[src/rtl/sha256_message_hash_core_assert.svh]
// ----------------------------------------------------------------------------
// SHA-256 core assertion macros
// Concurrent checks sampled on clk and disabled while rst is high.
// ----------------------------------------------------------------------------
`ifndef SHA256_MESSAGE_HASH_CORE_ASSERT_SVH
`define SHA256_MESSAGE_HASH_CORE_ASSERT_SVH

// Same-cycle implication
`define SHA256_ASSERT_IMP(lbl, ante, cons, msg) \
  lbl: assert property (@(posedge clk) disable iff (rst) (ante) |-> (cons)) \
    else $error(msg);

// Next-cycle implication
`define SHA256_ASSERT_NXT(lbl, ante, cons, msg) \
  lbl: assert property (@(posedge clk) disable iff (rst) (ante) |=> (cons)) \
    else $error(msg);

`endif

[src/rtl/sha256_pkg.sv]
// ----------------------------------------------------------------------------
// SHA-256 core package
// Channel payload types, control bundles, round constants and initial hash.
// ----------------------------------------------------------------------------
package sha256_pkg;

  typedef struct packed {
    logic       action;
    logic [7:0] data_byte;
  } item_t;

  typedef struct packed {
    logic [31:0] digest_word;
    logic [2:0]  word_index;
    logic        last;
  } digest_t;

  typedef struct packed {
    logic       shift_byte;
    logic       shift_word;
    logic [7:0] byte_in;
  } sched_ctl_t;

  typedef struct packed {
    logic       init;
    logic       step;
    logic       fold;
    logic       load_iv;
    logic [2:0] rd_idx;
  } rnd_ctl_t;

  localparam logic       ACT_ABSORB = 1'b0;
  localparam logic       ACT_FINISH = 1'b1;
  localparam logic [7:0] PAD_LEAD   = 8'h80;
  localparam logic [5:0] LEN_POS    = 6'd56;
  localparam logic [5:0] LAST_POS   = 6'h3F;
  localparam logic [5:0] LAST_ROUND = 6'd63;
  localparam logic [2:0] LAST_WORD  = 3'd7;

  function automatic logic [31:0] round_k(input logic [5:0] r);
    logic [31:0] k;
    case (r)
      6'd0:  k = 32'h428a2f98;  6'd1:  k = 32'h71374491;
      6'd2:  k = 32'hb5c0fbcf;  6'd3:  k = 32'he9b5dba5;
      6'd4:  k = 32'h3956c25b;  6'd5:  k = 32'h59f111f1;
      6'd6:  k = 32'h923f82a4;  6'd7:  k = 32'hab1c5ed5;
      6'd8:  k = 32'hd807aa98;  6'd9:  k = 32'h12835b01;
      6'd10: k = 32'h243185be;  6'd11: k = 32'h550c7dc3;
      6'd12: k = 32'h72be5d74;  6'd13: k = 32'h80deb1fe;
      6'd14: k = 32'h9bdc06a7;  6'd15: k = 32'hc19bf174;
      6'd16: k = 32'he49b69c1;  6'd17: k = 32'hefbe4786;
      6'd18: k = 32'h0fc19dc6;  6'd19: k = 32'h240ca1cc;
      6'd20: k = 32'h2de92c6f;  6'd21: k = 32'h4a7484aa;
      6'd22: k = 32'h5cb0a9dc;  6'd23: k = 32'h76f988da;
      6'd24: k = 32'h983e5152;  6'd25: k = 32'ha831c66d;
      6'd26: k = 32'hb00327c8;  6'd27: k = 32'hbf597fc7;
      6'd28: k = 32'hc6e00bf3;  6'd29: k = 32'hd5a79147;
      6'd30: k = 32'h06ca6351;  6'd31: k = 32'h14292967;
      6'd32: k = 32'h27b70a85;  6'd33: k = 32'h2e1b2138;
      6'd34: k = 32'h4d2c6dfc;  6'd35: k = 32'h53380d13;
      6'd36: k = 32'h650a7354;  6'd37: k = 32'h766a0abb;
      6'd38: k = 32'h81c2c92e;  6'd39: k = 32'h92722c85;
      6'd40: k = 32'ha2bfe8a1;  6'd41: k = 32'ha81a664b;
      6'd42: k = 32'hc24b8b70;  6'd43: k = 32'hc76c51a3;
      6'd44: k = 32'hd192e819;  6'd45: k = 32'hd6990624;
      6'd46: k = 32'hf40e3585;  6'd47: k = 32'h106aa070;
      6'd48: k = 32'h19a4c116;  6'd49: k = 32'h1e376c08;
      6'd50: k = 32'h2748774c;  6'd51: k = 32'h34b0bcb5;
      6'd52: k = 32'h391c0cb3;  6'd53: k = 32'h4ed8aa4a;
      6'd54: k = 32'h5b9cca4f;  6'd55: k = 32'h682e6ff3;
      6'd56: k = 32'h748f82ee;  6'd57: k = 32'h78a5636f;
      6'd58: k = 32'h84c87814;  6'd59: k = 32'h8cc70208;
      6'd60: k = 32'h90befffa;  6'd61: k = 32'ha4506ceb;
      6'd62: k = 32'hbef9a3f7;  6'd63: k = 32'hc67178f2;
      default: k = 32'h0;
    endcase
    return k;
  endfunction

  function automatic logic [31:0] init_hash(input logic [2:0] i);
    logic [31:0] h;
    case (i)
      3'd0: h = 32'h6a09e667;
      3'd1: h = 32'hbb67ae85;
      3'd2: h = 32'h3c6ef372;
      3'd3: h = 32'ha54ff53a;
      3'd4: h = 32'h510e527f;
      3'd5: h = 32'h9b05688c;
      3'd6: h = 32'h1f83d9ab;
      3'd7: h = 32'h5be0cd19;
      default: h = 32'h0;
    endcase
    return h;
  endfunction

endpackage

[src/rtl/sha256_message_hash_core.sv]
// ----------------------------------------------------------------------------
// SHA-256 message hash core
// Absorb: one byte per cycle while idle; the byte that fills a block starts a
//   busy compression (64 rounds in the shared round unit, then a feed-forward step).
// Finish: one padding byte per cycle up to the block end, a compression per
//   block (one or two), then 8 digest words, one per output transfer.
// Reset: hash words to the initial values, byte count to zero, idle.
// ----------------------------------------------------------------------------
module sha256_message_hash_core (
  input  logic                clk,
  input  logic                rst,
  input  logic                item_valid,
  output logic                item_stall,
  input  sha256_pkg::item_t   item,
  output logic                digest_valid,
  input  logic                digest_stall,
  output sha256_pkg::digest_t digest
);

  localparam logic [2:0] ST_IDLE = 3'd0;
  localparam logic [2:0] ST_COMP = 3'd1;
  localparam logic [2:0] ST_FOLD = 3'd2;
  localparam logic [2:0] ST_PAD  = 3'd3;
  localparam logic [2:0] ST_EMIT = 3'd4;

  logic [2:0]  state, state_next;
  logic [2:0]  ret, ret_next;
  logic [60:0] cnt, cnt_next;
  logic [5:0]  pos, pos_next;
  logic        pad_first, pad_first_next;
  logic        len_phase, len_phase_next;
  logic [63:0] len_sr, len_sr_next;
  logic [5:0]  rnd, rnd_next;
  logic [2:0]  emit_idx, emit_idx_next;

  logic        item_accept;
  logic        slot_free;
  logic        load_word;
  logic [5:0]  pos_inc;
  logic [7:0]  pad_byte;
  logic [31:0] w0;
  logic [31:0] hash_word;

  sha256_pkg::sched_ctl_t sctl;
  sha256_pkg::rnd_ctl_t   rctl;

  assign item_stall  = (state != ST_IDLE);
  assign item_accept = item_valid && !item_stall;
  assign slot_free   = !digest_valid || !digest_stall;

  sha256_sched u_sched (
    .clk (clk),
    .ctl (sctl),
    .w0  (w0)
  );

  sha256_round u_round (
    .clk       (clk),
    .rst       (rst),
    .ctl       (rctl),
    .k         (sha256_pkg::round_k(rnd)),
    .w         (w0),
    .hash_word (hash_word)
  );

  always_comb begin
    state_next     = state;
    ret_next       = ret;
    cnt_next       = cnt;
    pos_next       = pos;
    pad_first_next = pad_first;
    len_phase_next = len_phase;
    len_sr_next    = len_sr;
    rnd_next       = rnd;
    emit_idx_next  = emit_idx;
    sctl           = '0;
    rctl           = '0;
    rctl.rd_idx    = emit_idx;
    load_word      = 1'b0;
    pos_inc        = pos + 6'd1;
    pad_byte       = 8'h00;

    case (state)
      ST_IDLE: begin
        if (item_accept) begin
          if (item.action == sha256_pkg::ACT_ABSORB) begin
            sctl.shift_byte = 1'b1;
            sctl.byte_in    = item.data_byte;
            cnt_next        = cnt + 61'd1;
            if (cnt[5:0] == sha256_pkg::LAST_POS) begin
              rctl.init  = 1'b1;
              rnd_next   = '0;
              ret_next   = ST_IDLE;
              state_next = ST_COMP;
            end
          end else begin
            // latch bit length and restart the count for the next message
            pos_next       = cnt[5:0];
            len_sr_next    = {cnt, 3'b000};
            cnt_next       = '0;
            pad_first_next = 1'b1;
            len_phase_next = 1'b0;
            state_next     = ST_PAD;
          end
        end
      end

      ST_PAD: begin
        if (pad_first) begin
          pad_byte = sha256_pkg::PAD_LEAD;
        end else if (len_phase) begin
          pad_byte = len_sr[63:56];
        end
        sctl.shift_byte = 1'b1;
        sctl.byte_in    = pad_byte;
        pos_next        = pos_inc;
        pad_first_next  = 1'b0;
        if (len_phase) begin
          len_sr_next = {len_sr[55:0], 8'h00};
        end
        if (pos_inc == '0) begin
          rctl.init      = 1'b1;
          rnd_next       = '0;
          ret_next       = len_phase ? ST_EMIT : ST_PAD;
          len_phase_next = 1'b0;
          state_next     = ST_COMP;
        end else if (pos_inc == sha256_pkg::LEN_POS) begin
          len_phase_next = 1'b1;
        end
      end

      ST_COMP: begin
        rctl.step       = 1'b1;
        sctl.shift_word = 1'b1;
        rnd_next        = rnd + 6'd1;
        if (rnd == sha256_pkg::LAST_ROUND) begin
          state_next = ST_FOLD;
        end
      end

      ST_FOLD: begin
        rctl.fold     = 1'b1;
        emit_idx_next = '0;
        state_next    = ret;
      end

      ST_EMIT: begin
        if (slot_free) begin
          load_word     = 1'b1;
          emit_idx_next = emit_idx + 3'd1;
          if (emit_idx == sha256_pkg::LAST_WORD) begin
            // word 7 is read this cycle; restore the initial hash behind it
            rctl.load_iv = 1'b1;
            state_next   = ST_IDLE;
          end
        end
      end

      default: begin
        state_next = ST_IDLE;
      end
    endcase
  end

  always_ff @(posedge clk) begin
    if (rst) begin
      state        <= ST_IDLE;
      ret          <= ST_IDLE;
      cnt          <= '0;
      pos          <= '0;
      pad_first    <= 1'b0;
      len_phase    <= 1'b0;
      rnd          <= '0;
      emit_idx     <= '0;
      digest_valid <= 1'b0;
    end else begin
      state     <= state_next;
      ret       <= ret_next;
      cnt       <= cnt_next;
      pos       <= pos_next;
      pad_first <= pad_first_next;
      len_phase <= len_phase_next;
      rnd       <= rnd_next;
      emit_idx  <= emit_idx_next;
      if (slot_free) begin
        digest_valid <= load_word;
      end
    end
  end

  always_ff @(posedge clk) begin
    len_sr <= len_sr_next;
    if (load_word) begin
      digest.digest_word <= hash_word;
      digest.word_index  <= emit_idx;
      digest.last        <= (emit_idx == sha256_pkg::LAST_WORD);
    end
  end

`include "sha256_message_hash_core_assert.svh"

  `SHA256_ASSERT_IMP(a_last_index, digest_valid && digest.last, digest.word_index == 3'd7, "last flag on a word other than the final one")
  `SHA256_ASSERT_NXT(a_round_end, state == ST_COMP && rnd == 6'd63, state == ST_FOLD, "compression did not fold after round 63")
  `SHA256_ASSERT_IMP(a_len_pos, len_phase && state == ST_PAD, pos[5:3] == 3'b111, "length bytes outside the block tail")
  `SHA256_ASSERT_NXT(a_emit_burst, digest_valid && !digest_stall && !digest.last, digest_valid, "digest words not delivered back to back")

endmodule

[src/rtl/sha256_sched.sv]
// ----------------------------------------------------------------------------
// SHA-256 block buffer and message schedule
// One 512-bit shift line: bytes shift in while the block fills, then one
// expanded schedule word shifts in per round. Oldest word sits on top.
// ----------------------------------------------------------------------------
module sha256_sched (
  input  logic                   clk,
  input  sha256_pkg::sched_ctl_t ctl,
  output logic [31:0]            w0
);

  logic [511:0] blk;
  logic [31:0]  w1;
  logic [31:0]  w9;
  logic [31:0]  w14;
  logic [31:0]  w_new;

  function automatic logic [31:0] rotr(input logic [31:0] x, input int unsigned n);
    return (x >> n) | (x << (32 - n));
  endfunction

  function automatic logic [31:0] ssig0(input logic [31:0] x);
    return rotr(x, 7) ^ rotr(x, 18) ^ (x >> 3);
  endfunction

  function automatic logic [31:0] ssig1(input logic [31:0] x);
    return rotr(x, 17) ^ rotr(x, 19) ^ (x >> 10);
  endfunction

  always_comb begin
    w0    = blk[511:480];
    w1    = blk[479:448];
    w9    = blk[223:192];
    w14   = blk[63:32];
    w_new = ssig1(w14) + w9 + ssig0(w1) + w0;
  end

  always_ff @(posedge clk) begin
    if (ctl.shift_byte) begin
      blk <= {blk[503:0], ctl.byte_in};
    end else if (ctl.shift_word) begin
      blk <= {blk[479:0], w_new};
    end
  end

endmodule

[src/rtl/sha256_round.sv]
// ----------------------------------------------------------------------------
// SHA-256 round unit
// Working variables a..h, one compression round per cycle, and the eight
// hash words with their feed-forward add.
// ----------------------------------------------------------------------------
module sha256_round (
  input  logic                 clk,
  input  logic                 rst,
  input  sha256_pkg::rnd_ctl_t ctl,
  input  logic [31:0]          k,
  input  logic [31:0]          w,
  output logic [31:0]          hash_word
);

  logic [31:0] hash [8];
  logic [31:0] v    [8];
  logic [31:0] t1;
  logic [31:0] t2;

  function automatic logic [31:0] rotr(input logic [31:0] x, input int unsigned n);
    return (x >> n) | (x << (32 - n));
  endfunction

  always_comb begin
    t1 = v[7] + (rotr(v[4], 6) ^ rotr(v[4], 11) ^ rotr(v[4], 25)) +
         ((v[4] & v[5]) ^ (~v[4] & v[6])) + k + w;
    t2 = (rotr(v[0], 2) ^ rotr(v[0], 13) ^ rotr(v[0], 22)) +
         ((v[0] & v[1]) ^ (v[0] & v[2]) ^ (v[1] & v[2]));
    hash_word = hash[ctl.rd_idx];
  end

  always_ff @(posedge clk) begin
    if (rst || ctl.load_iv) begin
      for (int j = 0; j < 8; j++) begin
        hash[j] <= sha256_pkg::init_hash(3'(j));
      end
    end else if (ctl.fold) begin
      for (int j = 0; j < 8; j++) begin
        hash[j] <= hash[j] + v[j];
      end
    end
  end

  always_ff @(posedge clk) begin
    if (ctl.init) begin
      for (int j = 0; j < 8; j++) begin
        v[j] <= hash[j];
      end
    end else if (ctl.step) begin
      v[7] <= v[6];
      v[6] <= v[5];
      v[5] <= v[4];
      v[4] <= v[3] + t1;
      v[3] <= v[2];
      v[2] <= v[1];
      v[1] <= v[0];
      v[0] <= t1 + t2;
    end
  end

endmodule
[config.mk]
export PLATFORM = sky130hd
export DESIGN_NAME = sha256_message_hash_core
export DESIGN_NICKNAME = d
export VERILOG_FILES = /design/src/rtl/sha256_pkg.sv /design/src/rtl/sha256_message_hash_core.sv /design/src/rtl/sha256_sched.sv /design/src/rtl/sha256_round.sv
export VERILOG_INCLUDE_DIRS = /design/src /design/src/rtl
export SDC_FILE = /design/constraint.sdc
export NUM_CORES = 2
export LEC_CHECK = 0
export BUFFER_PORTS_ARGS = -buffer_cell sky130_fd_sc_hd__buf_2
export CAP_MARGIN = 20
export CORE_MARGIN = 2
export CORE_UTILIZATION = 40
export CTS_CLUSTER_SIZE = 20
export DETAILED_ROUTE_END_ITERATION = 8
export PLACE_DENSITY = 0.62
export SYNTH_ARGS = -nofsm -noshare
export SYNTH_HDL_FRONTEND = slang
export SYNTH_SLANG_ARGS = --single-unit
[constraint.sdc]
create_clock -name clk -period 26 [get_ports clk]
set_clock_uncertainty 0.15 [all_clocks]
set_input_delay 0 -clock clk [delete_from_list [all_inputs] [get_ports clk]]
set_output_delay 0 -clock clk [all_outputs]
set_load 0.01 [all_outputs]
### After elaboration in Yosys (flattened, before gate mapping)

Memory sizes are Yosys's and may differ from the RTL's. A register that Yosys moved wholly into a read port is not among the register bits.
Index checks and enable logic that the tools add are counted.

| operators by class | value |
|---|---|
| reduce and logical (&&, ||, !) cells | 21 |
| mux-type cells | 95 |
| bitwise operators | 43 |
| eq/ne operators | 19 |
| $add $sub $neg | 22 |

Operator list:

| cell | count |
|---|---|
| $mux 512 | 2 |
| $mux 32 | 24 |
| $add 32x32->32 | 18 |
| $xor 32x32->32 | 9 |
| $mux 64 | 3 |
| $and 32x32->32 | 5 |
| $pmux 64 s2 | 1 |
| $add 61x1->61 const B | 1 |
| $mux 61 | 1 |
| $mux 6 | 8 |
| $mux 3 | 13 |
| $mux 8 | 4 |
| $not 32->32 | 1 |
| $or 10x32->32 | 1 |
| $or 13x32->32 | 1 |
| $or 14x32->32 | 1 |
| $or 15x32->32 | 1 |
| $or 19x32->32 | 1 |
| $or 21x32->32 | 1 |
| $or 25x32->32 | 1 |
| $or 26x32->32 | 1 |
| $or 30x32->32 | 1 |
| $or 7x32->32 | 1 |
| $xor 32x22->32 | 1 |
| other kinds (29) | 99 |

| word-level totals | value |
|---|---|
| memory bits (read-only) | 2,048 |
| RAM bits | 512 |
| input bits | 13 |
| bits in registers | 665 |
| memories | 3 |
| logic and storage cells | 216 |
| output and inout bits | 38 |

Memories:

| memory | depth | width | read ports | clocked after memory_dff | wr ports | RTL line | text |
|---|---|---|---|---|---|---|---|
| (no name shown) | 64 | 32 | 1 | 1 | 0 | sha256_pkg.sv:42 | `case (r)` |
| u_round.hash | 8 | 32 | 9 | 1 | 8 | sha256_round.sv:15 | `logic [31:0] hash [8];` |
| u_round.v | 8 | 32 | 8 | 0 | 8 | sha256_round.sv:16 | `logic [31:0] v [8];` |

### Logic depth before layout (Yosys ltp)

An unclocked memory read counts as a cell.

| logic depth | value |
|---|---|
| depth in word-level cells | 10 |
| depth in mapped cells | 33 |
| gate-level depth less buffers | 32 |

### By module

Synthesis repeated with hierarchy kept, for this count alone.

| second synthesis, totals | value |
|---|---|
| cells, all modules | 7,746 |
| area, all modules | 81,338.0 um^2 |

Modules (own cells, without submodules):

| module | sequential area each (um^2) | times used | area an instance (um^2) | cells an instance |
|---|---|---|---|---|
| sha256_round | 15,374.7 | 1 | 43,521.7 | 4,645 |
| sha256_sched | 15,374.7 | 1 | 26,196.4 | 1,766 |
| sha256_message_hash_core | 5,235.0 | 1 | 11,619.9 | 1,335 |

### Worst setup path before layout

No wires, ideal clock.

| timing | value |
|---|---|
| kind | reg2reg |
| start point | register state[2] |
| end point | register u_sched.blk[0], enable pin |
| arrival time | 13.184 ns |
| required time | 24.877 ns |
| library setup time | 0.973 ns |
| buffers on the path | 3 |
| clock period less this slack | 14.306 ns |
| cell stages (with the launch flop) | 8 |
| path slack | 11.694 ns |
| cell sequence | dfxtp_1 > clkbuf_1 > nor3_1 > and2_1 > nand2b_1 > clkbuf_1 > clkbuf_1 > nand2b_1 |

| on the way | value |
|---|---|
| longest elaborated chain between the ends | 6 |
| elaborated cells on any way between the ends | 10 |
| those cells by class | eq/ne: 2; mux: 3; reduce/logical: 5 |

RTL lines:

| what | RTL line | text |
|---|---|---|
| start, declared | sha256_message_hash_core.sv:26 | `logic [2:0] state, state_next;` |
| start signal, assigned | sha256_message_hash_core.sv:177 | `state <= state_next;` |
| $reduce_bool 3->1 | sha256_message_hash_core.sv:47 | `assign item_stall = (state != ST_IDLE);` |
| $logic_not 1->1 | sha256_message_hash_core.sv:48 | `assign item_accept = item_valid && !item_stall;` |
| $logic_and 1x1->1 | sha256_message_hash_core.sv:48 |  |
| $mux 1 | sha256_message_hash_core.sv:85 | `if (item_accept) begin` |
| $pmux 1 s2 | sha256_message_hash_core.sv:83 | `case (state)` |
| $reduce_bool 2->1 (no source line) * | -- |  |
| end signal, assigned | sha256_sched.sv:40 | `blk <= {blk[503:0], ctl.byte_in};` |
| end signal, assigned | sha256_sched.sv:42 | `blk <= {blk[479:0], w_new};` |
| end, declared | sha256_sched.sv:12 | `logic [511:0] blk;` |

Every way passes the cells marked *; elsewhere a longest branch is shown, timed or not.
A chain may end at the register's enable or synchronous reset.

==> impl_results.md <==
* Status: finished clean
* Setup crit end: u_round.v[4][31]$_DFFE_PP_
* Reg2reg end: u_round.v[4][31]$_DFFE_PP_
* CP bufs+invs at 3
* WHS Path Cells at 5
* Worst Hold Class: input port to flop
* Final net count at 7,887
* Most Frequent Cell on Critical Path: a21oi_1
* Post-synth EDFFs at 1,121
* Setup TNS at 0 ps
* Yosys synthesis warning count at 0
* Required @ worst endpoint at 26,360 ps
* CP top delay family: compound AO/OA/AOI/OAI gates
* Placer Congestion at 0.953
* Gr usage total at 0.229
* Ys flop type: edfxtp_1
* Layout cells sized above 1 at 0.129
* Post-DRT Antenna Nets at 0
* Count of input and output buffers at 50
* WL met2 at 107,000 um
* DR iter-0 viols at 5,941
* Net count of the mapped netlist at 7,954
* Die H at 448 um
* Origin of the critical flop-to-flop path: u_round.v[4][27]$_DFFE_PP_
* CP max stage cell: edfxtp_1
* DP HPWL at 171,000 um
* Min Tclk post-route at 8260 ps
* Number of I/O pins at 51
* Most common cell in the netlist: nand2_1
* Worst Reg2Reg Path Length in Cells at 30
* Synthesized area at 78,900 um2
* CTS Root Cell: clkbuf_16
* Critical Path Source Type: flop
* Top area cells in the synthesized netlist: edfxtp_1, mux2_2, ha_1
* # resized after CTS at 0
* Crit Path Category: flop to flop
* Post-Route WL at 233,000 um
* CTS buffer count at 145
* Area grow syn2layout at 9.77%
* Largest net degree at the start of global routing at 198
* Final Setup Violations at 0
* Fraction of registers with async set or reset after synthesis at 0
* Starting Density at 0.401
* Drt via density at 5.69
* Clk buf depth at 3
* Latest clock arrival within the worst-skew pair at 830 ps
* Worst-Margin Slew at 1180 ps
* First-pass GRT wire length at 350,000 um
* Area fraction of the dominant cell type after synthesis at 0.427
* DRC viols at 0
* Worst-path fanout max at 6
* Worst Setup SP: u_round.v[4][27]$_DFFE_PP_
* RSZ-0062 raised after global routing: no
* DRT met1 WL at 102,000 um
* Vias in the first global route at 55,600
* Fmax at 121 MHz
* Final period utilization at 0.318
* CP Depth at 30
* Row count at 163
* CTS tree: built
* Total grt overflow at 0
* Crit path DAT at 8620 ps
* Initial antenna violation count at 4
* Max_cap viols at 0
* Total number of vias at 57,200
* CTS H-tree lvls at 4
* Die area at 201,000 um2
* Slew headroom at 0.213
* Sequential share of the synthesized area at 0.456
* CP endpoint kind: flop
* Yosys cell types at 91
* Routed wl met3 at 16,500 um
* Max layer used: met5
* CP max stage delay at 570 ps
* Synthesized area per cell at 10.7 um2
* Final Hold Fails at 0
* Worst-path clk slew at 60 ps
* DR pass1 iterations at 6
* Core area at 197,000 um2
* Commonest cells in the netlist: nand2_1, edfxtp_1, mux2_2
* Pins Over Slew Limit at 0
* Mapped Cells at 7,353
* R2R Setup Slk at 17,740 ps
* Synth area leader: edfxtp_1
* Die width at 448 um
* #FFs+latches synth at 1,237
* CTS Sinks at 1,237
* Per-cell routed wire length at 23.2 um
[layer usage]
layer | vias to the layer above | global-route usage
li1 | 26300 | -
met1 | 28400 | 0.318
met2 | 2106 | 0.367
met3 | 386 | 0.0368
met4 | 2 | 0.0704
met5 | - | 0
[worst min path at each step]
stage | startpoint | slack (ps) | endpoint
final | item_valid | 110 | state[2]$_SDFFE_PP0P_
after global placement | item[5] | 210 | u_sched.blk[5]$_DFFE_PP_
after detailed placement | item[3] | 230 | u_sched.blk[3]$_DFFE_PP_
after floorplan | item[7] | 40 | u_sched.blk[7]$_DFFE_PP_
after global routing | item_valid | 100 | state[2]$_SDFFE_PP0P_
after CTS | item_valid | 50 | state[2]$_SDFFE_PP0P_
[placed cells by master (no fill, tap or decap), types with 88 or more instances in the layout]
master,count
nor2_1,397
ha_1,393
a21o_1,187
edfxtp_1,1121
o21ai_0,401
xor2_1,211
a21oi_1,410
inv_1,346
clkbuf_16,146
nand2_1,1188
fa_1,195
dfxtp_1,113
xnor2_1,363
nor3_1,88
mux2_2,513
[registers in the layout (all words and copies together), names as in the netlist]
signal        count
len_phase         1
len_sr           61
cnt              61
rnd               6
ret               2
u_round.hash    256
u_round.v       256
pos               6
u_sched.blk     512
digest           36
state             3
u_round.k        32
pad_first         1
digest_valid      1
emit_idx          3
[what timing repair did]
item                      CTS  global route
hold buffers               22             0
setup buffers               0             0
hold endpoints to repair  120             0
[per-stage QoR]
step	worst slack, ps	cell area (um2)	std cells	hold slack [ps]	util
floorplan	11690	78900	7353	44.4	-
global placement	17830	81700	9756	213	0.416
detailed placement	17830	81700	9756	231	0.416
CTS	17760	86600	10000	52.5	0.440
global route	17290	86600	10000	95.8	0.441
finish	17740	86600	10000	111	0.441
[cells by family (layout without fill, tap and decap cells)]
| kind of cell | count (synthesis) | in the layout | share of synthesized area |
|---|---|---|---|
| and+or+nand+nor | 2125 | 2125 | 0.116 |
| AOI/OAI and AO/OA | 1493 | 1493 | 0.119 |
| DFF | 1237 | 1237 | 0.456 |
| buffers and inverters | 699 | 747 | 0.0339 |
| muxes | 613 | 613 | 0.0960 |
| adders and majority gates | 611 | 611 | 0.115 |
| xor gates and xnor gates | 575 | 575 | 0.0638 |
| other | 0 | 4 | 0 |
[worst register-to-register path, delay by kind of cell (launching register included)]
family                     cells  cell delay [ps]
xor gates and xnor gates       4              770
and+or+nand+nor                2              750
buffers and inverters          3              170
AOI/OAI and AO/OA             16             3390
DFF                            1              570
adders and majority gates      5             2160
[layout make-up]
| type | count | area, um2 |
|---|---|---|
| Antenna cell | 4 | 10.0 |
| Clock buffer | 177 | 3800 |
| Clock inverter | 85 | 815 |
| Fill cell | 18400 | 110000 |
| Inverter | 351 | 1330 |
| Multi-Input combinational cell | 5417 | 40400 |
| Sequential cell | 1237 | 36000 |
| Tap cell | 2640 | 3300 |
| Timing Repair Buffer | 134 | 1010 |
Power is left out: the tool's default activity adds up to more than one toggle a clock period on the data nets, which glitch-free logic cannot reach.
